===== src/hdl/fpe_pkg.sv =====
`default_nettype none
package fpe_pkg;
   typedef struct packed {
      logic [7:0]  fmt_char;
      logic [63:0] arg_value;
   } req_type;

   typedef struct packed {
      logic [7:0]  out_char;
      logic        is_count;
      logic [15:0] char_count;
      logic        last;
   } rsp_type;

   localparam logic [7:0] CH_PERCENT = 8'h25;
   localparam logic [7:0] CH_MINUS   = 8'h2d;
   localparam logic [7:0] CH_ZERO    = 8'h30;
   localparam logic [7:0] CH_LA      = 8'h61;
   localparam logic [7:0] CH_UA      = 8'h41;
   localparam logic [7:0] CH_D       = 8'h64;
   localparam logic [7:0] CH_I       = 8'h69;
   localparam logic [7:0] CH_U       = 8'h75;
   localparam logic [7:0] CH_L       = 8'h6c;
   localparam logic [7:0] CH_O       = 8'h6f;
   localparam logic [7:0] CH_X       = 8'h78;
   localparam logic [7:0] CH_UX      = 8'h58;
   localparam logic [7:0] CH_P       = 8'h70;
   localparam logic [7:0] CH_C       = 8'h63;
   localparam logic [7:0] CH_S       = 8'h73;

   localparam logic [1:0] RADIX_10 = 2'd0;
   localparam logic [1:0] RADIX_8  = 2'd1;
   localparam logic [1:0] RADIX_16 = 2'd2;

   // datapath commands
   typedef struct packed {
      logic        load;      // load value and radix
      logic [63:0] value;
      logic [1:0]  radix;
      logic        upper;
      logic        step;      // one divide step, pushes digit when complete
      logic        pop;       // drop top digit
   } cmd_type;

   typedef struct packed {
      logic       zero;       // value reached zero
      logic       empty;      // no digits stacked
      logic       full;
      logic       busy;       // decimal divide step in progress
      logic       one;        // one digit left
      logic [7:0] digit_char;
   } sts_type;

   function automatic logic [7:0] digit_to_char(input logic [3:0] d, input logic upper);
      logic [7:0] r;
      if (d < 4'd10) r = CH_ZERO + {4'd0, d};
      else r = (upper ? CH_UA : CH_LA) + {4'd0, d} - 8'd10;
      return r;
   endfunction
endpackage
`default_nettype wire


===== src/hdl/fpe_control.sv =====
`default_nettype none
module fpe_control (
   input  wire logic             clock,
   input  wire logic             reset,
   input  wire logic             req_valid,
   output logic                  req_stall,
   input  wire fpe_pkg::req_type req_data,
   output logic                  rsp_valid,
   input  wire logic             rsp_stall,
   output fpe_pkg::rsp_type      rsp_data,
   output fpe_pkg::cmd_type      cmd,
   input  wire fpe_pkg::sts_type sts
);
   localparam logic [1:0] ST_IDLE = 2'd0;
   localparam logic [1:0] ST_DIV  = 2'd1;
   localparam logic [1:0] ST_EMIT = 2'd2;

   logic [1:0]  state_ff, state_in;
   logic        pend_ff, pend_in;
   logic [15:0] count_ff, count_in;
   logic        ovalid_ff, ovalid_in;
   fpe_pkg::rsp_type odata_ff, odata_in;
   logic [15:0] bumped;
   logic        acc, take, free;
   logic [7:0]  c;
   logic [63:0] a;
   logic [31:0] neg;

   assign c = req_data.fmt_char;
   assign a = req_data.arg_value;
   assign neg = 32'd0 - a[31:0];
   assign bumped = (count_ff == 16'hffff) ? count_ff : count_ff + 16'd1;
   assign take = ovalid_ff && !rsp_stall;
   assign free = !ovalid_ff || !rsp_stall;
   assign req_stall = !(state_ff == ST_IDLE && free);
   assign acc = req_valid && !req_stall;
   assign rsp_valid = ovalid_ff;
   assign rsp_data = odata_ff;

   always_comb begin
      state_in  = state_ff;
      pend_in   = pend_ff;
      count_in  = count_ff;
      ovalid_in = take ? 1'b0 : ovalid_ff;
      odata_in  = odata_ff;
      cmd       = '0;
      cmd.radix = fpe_pkg::RADIX_10;
      case (state_ff)
         ST_IDLE: begin
            if (acc) begin
               if (c == 8'd0) begin
                  ovalid_in = 1'b1;
                  odata_in = '{out_char: 8'd0, is_count: 1'b1, char_count: count_ff, last: 1'b1};
                  pend_in = 1'b0;
                  count_in = 16'd0;
               end else if (pend_ff) begin
                  pend_in = 1'b0;
                  cmd.value = {32'd0, a[31:0]};
                  case (c)
                     fpe_pkg::CH_PERCENT, fpe_pkg::CH_C: begin
                        count_in = bumped;
                        ovalid_in = 1'b1;
                        odata_in = '{out_char: (c == fpe_pkg::CH_C) ? a[7:0] : fpe_pkg::CH_PERCENT,
                                     is_count: 1'b0, char_count: bumped, last: 1'b1};
                     end
                     fpe_pkg::CH_S: count_in = bumped;
                     fpe_pkg::CH_D, fpe_pkg::CH_I: begin
                        cmd.load = 1'b1;
                        state_in = ST_DIV;
                        if (a[31]) begin
                           cmd.value = {32'd0, neg};
                           count_in = bumped;
                           ovalid_in = 1'b1;
                           odata_in = '{out_char: fpe_pkg::CH_MINUS, is_count: 1'b0,
                                        char_count: bumped, last: 1'b0};
                        end
                     end
                     fpe_pkg::CH_U: begin
                        cmd.load = 1'b1; state_in = ST_DIV;
                     end
                     fpe_pkg::CH_L: begin
                        cmd.load = 1'b1; cmd.value = a; cmd.upper = 1'b1; state_in = ST_DIV;
                     end
                     fpe_pkg::CH_O: begin
                        cmd.load = 1'b1; cmd.radix = fpe_pkg::RADIX_8; state_in = ST_DIV;
                     end
                     fpe_pkg::CH_X: begin
                        cmd.load = 1'b1; cmd.radix = fpe_pkg::RADIX_16; state_in = ST_DIV;
                     end
                     fpe_pkg::CH_UX: begin
                        cmd.load = 1'b1; cmd.radix = fpe_pkg::RADIX_16; cmd.upper = 1'b1;
                        state_in = ST_DIV;
                     end
                     fpe_pkg::CH_P: begin
                        cmd.load = 1'b1; cmd.value = a; cmd.radix = fpe_pkg::RADIX_16;
                        cmd.upper = 1'b1; state_in = ST_DIV;
                     end
                     default: ;
                  endcase
               end else if (c == fpe_pkg::CH_PERCENT) begin
                  pend_in = 1'b1;
               end else begin
                  count_in = bumped;
                  ovalid_in = 1'b1;
                  odata_in = '{out_char: c, is_count: 1'b0, char_count: bumped, last: 1'b1};
               end
            end
         end
         ST_DIV: begin
            if (sts.busy) begin
               cmd.step = 1'b1;
            end else if (sts.empty && sts.zero) begin
               // zero value: single '0' digit
               cmd.step = 1'b1;
            end else if (sts.zero || sts.full) begin
               state_in = ST_EMIT;
            end else begin
               cmd.step = 1'b1;
            end
         end
         ST_EMIT: begin
            if (free) begin
               cmd.pop = 1'b1;
               count_in = bumped;
               ovalid_in = 1'b1;
               odata_in = '{out_char: sts.digit_char, is_count: 1'b0, char_count: bumped,
                            last: sts.one};
               if (sts.one) state_in = ST_IDLE;
            end
         end
         default: state_in = ST_IDLE;
      endcase
   end

   always_ff @(posedge clock) begin
      odata_ff <= odata_in;
      if (reset) begin
         state_ff <= ST_IDLE;
         pend_ff <= 1'b0;
         count_ff <= 16'd0;
         ovalid_ff <= 1'b0;
      end else begin
         state_ff <= state_in;
         pend_ff <= pend_in;
         count_ff <= count_in;
         ovalid_ff <= ovalid_in;
      end
   end

   a_stall_hold: assert property (@(posedge clock) disable iff (reset)
      rsp_valid && rsp_stall |=> rsp_valid && $stable(rsp_data))
      else $error("rsp beat changed while stalled");
   a_busy: assert property (@(posedge clock) disable iff (reset)
      state_ff != ST_IDLE |-> req_stall)
      else $error("request taken while busy");
   a_count_last: assert property (@(posedge clock) disable iff (reset)
      rsp_valid && rsp_data.is_count |-> rsp_data.last && rsp_data.out_char == 8'd0)
      else $error("bad count beat");
endmodule
`default_nettype wire


===== config.mk =====
export PLATFORM = sky130hd
export DESIGN_NAME = fpe_control
export DESIGN_NICKNAME = d
export VERILOG_FILES = /design/src/hdl/fpe_pkg.sv /design/src/hdl/fpe_control.sv
export SDC_FILE = /design/constraint.sdc
export NUM_CORES = 1
export LEC_CHECK = 0
export BUFFER_PORTS_ARGS = -buffer_cell sky130_fd_sc_hd__clkbuf_2
export CELL_PAD_IN_SITES_DETAIL_PLACEMENT = 0
export CELL_PAD_IN_SITES_GLOBAL_PLACEMENT = 1
export CORE_AREA = 2 2 137 125
export CTS_BUF_LIST = sky130_fd_sc_hd__clkbuf_2
export CTS_CLUSTER_SIZE = 40
export DETAILED_ROUTE_END_ITERATION = 12
export DIE_AREA = 0 0 139 127
export PLACE_DENSITY_LB_ADDON = 0.1
export SLEW_MARGIN = 20
export SYNTH_ARGS = -nofsm -noshare
export SYNTH_HDL_FRONTEND = slang
export SYNTH_SLANG_ARGS = --single-unit

===== constraint.sdc =====
create_clock -name clock -period 10 [get_ports clock]
set_input_delay 1 -clock clock [delete_from_list [all_inputs] [get_ports clock]]
set_output_delay 1 -clock clock [all_outputs]
set_load 0.01 [all_outputs]

==> reports/results.ini <==
[sta]
hold_viol=0
final.min_clock_period_ps=4470
setup-violations-final=0
min_period_over_period=0.447
rsz0062_at_grt=false
slew-limit-headroom=0.466
finalMaxSlewViolations=0
clock.fmax_mhz=224
finalSetupTns_ps=0
slew_of_the_pin_with_the_lowest_slew_margin_ps=800
timing.clock.skew_ps=51.4

[cells_and_area]
layout.cells.most_common_list=191 x clkbuf_2, 72 x nor2_1, 38 x nand2_1
drive_gt1_frac=0.321
synthToLayoutAreaGrowth_pct=31.9
non_filler_instances=849
layout.cells.most_common=clkbuf_2
finalNetCount=732
final_core_util=0.302
antenna-diode-count=0

[route]
detailroute.via_count=4151
post_drt_wl_per_cell_um=15.7
route.final.wire_length_um=13300
drt_iter0_markers=215
vias_per_cell=4.89
detail_route.drc_violations=0
length_of_the_first_detailed_routing_pass_in_iterations=4
post_detailed_route_count_of_antenna_violating_nets=0

[pwr]
power.clock.fraction=0.277
power_frac_seq=0.543
total_switching_power_mw=0.108
power.combinational.fraction=0.180
power_density_mw_per_mm2=79.9
vdd.ir_drop.worst_uv=41.1
p_sw_frac=0.278
internal_power_mw=0.280
p_leak_nw=2.05

[global_route]
global_route.usage.met2=0.272
grt.total_usage=0.146
overflow=0
global_route.usage.met1=0.169
gr-usage-met3=0.0296
maximum_number_of_pins_on_one_net_before_global_route_repair=37
initial_antenna_violation_count=0
grt_first_pass_wirelength_um=20900
via_count_of_the_first_global_routing_pass=4062
grt_busiest_layer=met2

[setup_path]
cp_slowest_stage_delay_ps=650
timing.setup.critical_path_class=in -> out
cp_common_cell=clkbuf_2
crit_required_ps=9000
cp-end-kind=output port
cp_max_fo=20
cp-start-kind=input pin
path_cells=clkbuf_2 > or3b_1 > a211oi_2 > and2_1 > o21ai_0 > xor2_1 > nor2_1 > clkbuf_2
worst_ep_arrival_time_ps=3470
ff2ff_setup_slack_ps=7120
critical_path.slowest_cell=and2_1

[logic_synthesis]
yosys_warnings=0
synth.yosys.seq_area_share=0.321
post_synth_inst_count=472
synth-seq-cells=46
synth_ff_type=edfxtp_1
ys_types=57
avgSynthCellArea_um2=7.80
synth-edff-count=26
yosysTopAreaCell=edfxtp_1
synth.area.top_cells=edfxtp_1 21%, dfxtp_1 11%, nor2_1 7.4%
synth_fp_nets=563
synth.cell_area_mm2=0.00368
postSynth.asyncResetShare=0
netlist.area_leader.share=0.212

[clocking]
cts_buffers=5
cts.path.max_buffers=2
post_cts_clock_slew_at_the_launch_and_capture_registers_of_the_worst_setup_and_hold_paths_ps=280
tritoncts=done
post_cts_resize_count=0
cts.repair_timing.setup_buffer_count=0
cts_max_level=2
cts.root.buffer_cell=clkbuf_2
clkLatencyLatePin_ps=440
post_cts_hold_buffer_count=0
cts.sink_count=46

[floorplanning]
die_area_mm2=0.0177
floorplan.rows=44
die_width_um=139
core_mm2=0.0161
design.portCount=187
die_y_um=127
start_util=0.229

[min_path]
min-delay-path-class=reg -> reg

[place]
instance_count_after_placement_with_tap_cells_included=841
detailed_place_hpwl_um=10600
buffer_ports.inserted=186
gp_congestion=0.816

[run_status]
outcome=complete, no violations

[run]
drv_cap=0

## state kept, by name (all words and copies together) (netlist names)
register / cells
count_ff: 16
pend_ff: 1
rsp_data: 26
rsp_valid: 1
state_ff: 2
## power groups by stage
stage          Sequential, mW  Combinational [mW]  Clock, mW
2_1_floorplan           0.218              0.0297          0
4_1_cts                 0.211              0.0708      0.114
3_3_place_gp            0.214              0.0705          0
6_report                0.210              0.0697      0.107
5_1_grt                 0.212              0.0773      0.121
3_5_place_dp            0.215              0.0705          0
## cells by family (layout without fill, tap and decap cells)
group | after synthesis | in the layout | synth area share
xor+xnor | 37 | 37 | 0.0881
mux | 3 | 3 | 0.00850
compound gates | 115 | 115 | 0.207
fa+ha+maj | 2 | 2 | 0.00680
simple gates | 224 | 224 | 0.317
buf+inv | 45 | 215 | 0.0513
flops | 46 | 46 | 0.321
## stage by stage
| stage | worst slack [ps] | hold slack [ps] | area [µm²] | total power [mW] |
|---|---|---|---|---|
| final | 5530 | 509 | 4850 | 0.388 |
| after global routing | 5320 | 538 | 4850 | 0.409 |
| after CTS | 5560 | 503 | 4850 | 0.395 |
| after detailed placement | 5560 | 475 | 4790 | 0.285 |
| after global placement | 5610 | 464 | 4780 | 0.285 |
| after floorplan | 5600 | 446 | 3680 | 0.247 |
## synthesized netlist by cell type (all sizes together) (3+ instances only)
| cell | number |
|---|---|
| or3 | 7 |
| a221oi | 5 |
| edfxtp | 26 |
| o41ai | 9 |
| o221ai | 3 |
| and3 | 7 |
| dfxtp | 20 |
| nand2b | 5 |
| a211oi | 9 |
| nand2 | 38 |
| xor2 | 19 |
| nor2b | 4 |
| clkbuf | 19 |
| a31oi | 4 |
| o21ai | 31 |
| a21oi | 28 |
| nor4 | 3 |
| nand4b | 4 |
| nor2 | 74 |
| o31ai | 7 |
| inv | 18 |
| nand3b | 4 |
| nand3 | 17 |
| nor3 | 14 |
| xnor2 | 18 |
| and2 | 34 |
| a211o | 8 |
| buf | 8 |
## worst paths after layout
check	startpoint	endpoint	cells past startpoint
hold / removal	count_ff[4]$_SDFFE_PP0P_	count_ff[4]$_SDFFE_PP0P_	1
setup / recovery	req_data[67]	cmd[19]	8
setup reg to reg	state_ff[1]$_SDFFE_PP0P_	count_ff[8]$_SDFFE_PP0P_	6
hold reg to reg	count_ff[4]$_SDFFE_PP0P_	count_ff[4]$_SDFFE_PP0P_	1
## metal layers
layer / up-vias / part of all wire
met4: 0 / 0.020
li1: 2033 / -
met5: - / 0
met1: 1933 / 0.40
met2: 168 / 0.51
met3: 17 / 0.066
## final cells by class
| type | count | area [µm²] |
|---|---|---|
| clock buffers | 5 | 25.0 |
| multi-input cells | 381 | 2320 |
| well taps | 207 | 259 |
| inverters | 18 | 67.6 |
| fillers | 1800 | 11200 |
| flip-flops and latches | 46 | 1180 |
| repair buffers | 189 | 953 |
| clock inverters | 3 | 43.8 |
## critical path, delay by kind of cell
family / cells / cell delay (ps)
AO/OA/AOI/OAI: 2 / 750
XOR/XNOR: 1 / 190
buffers and inverters: 2 / 360
AND/OR/NAND/NOR: 3 / 1160
(Power assumes the default switching activity.)
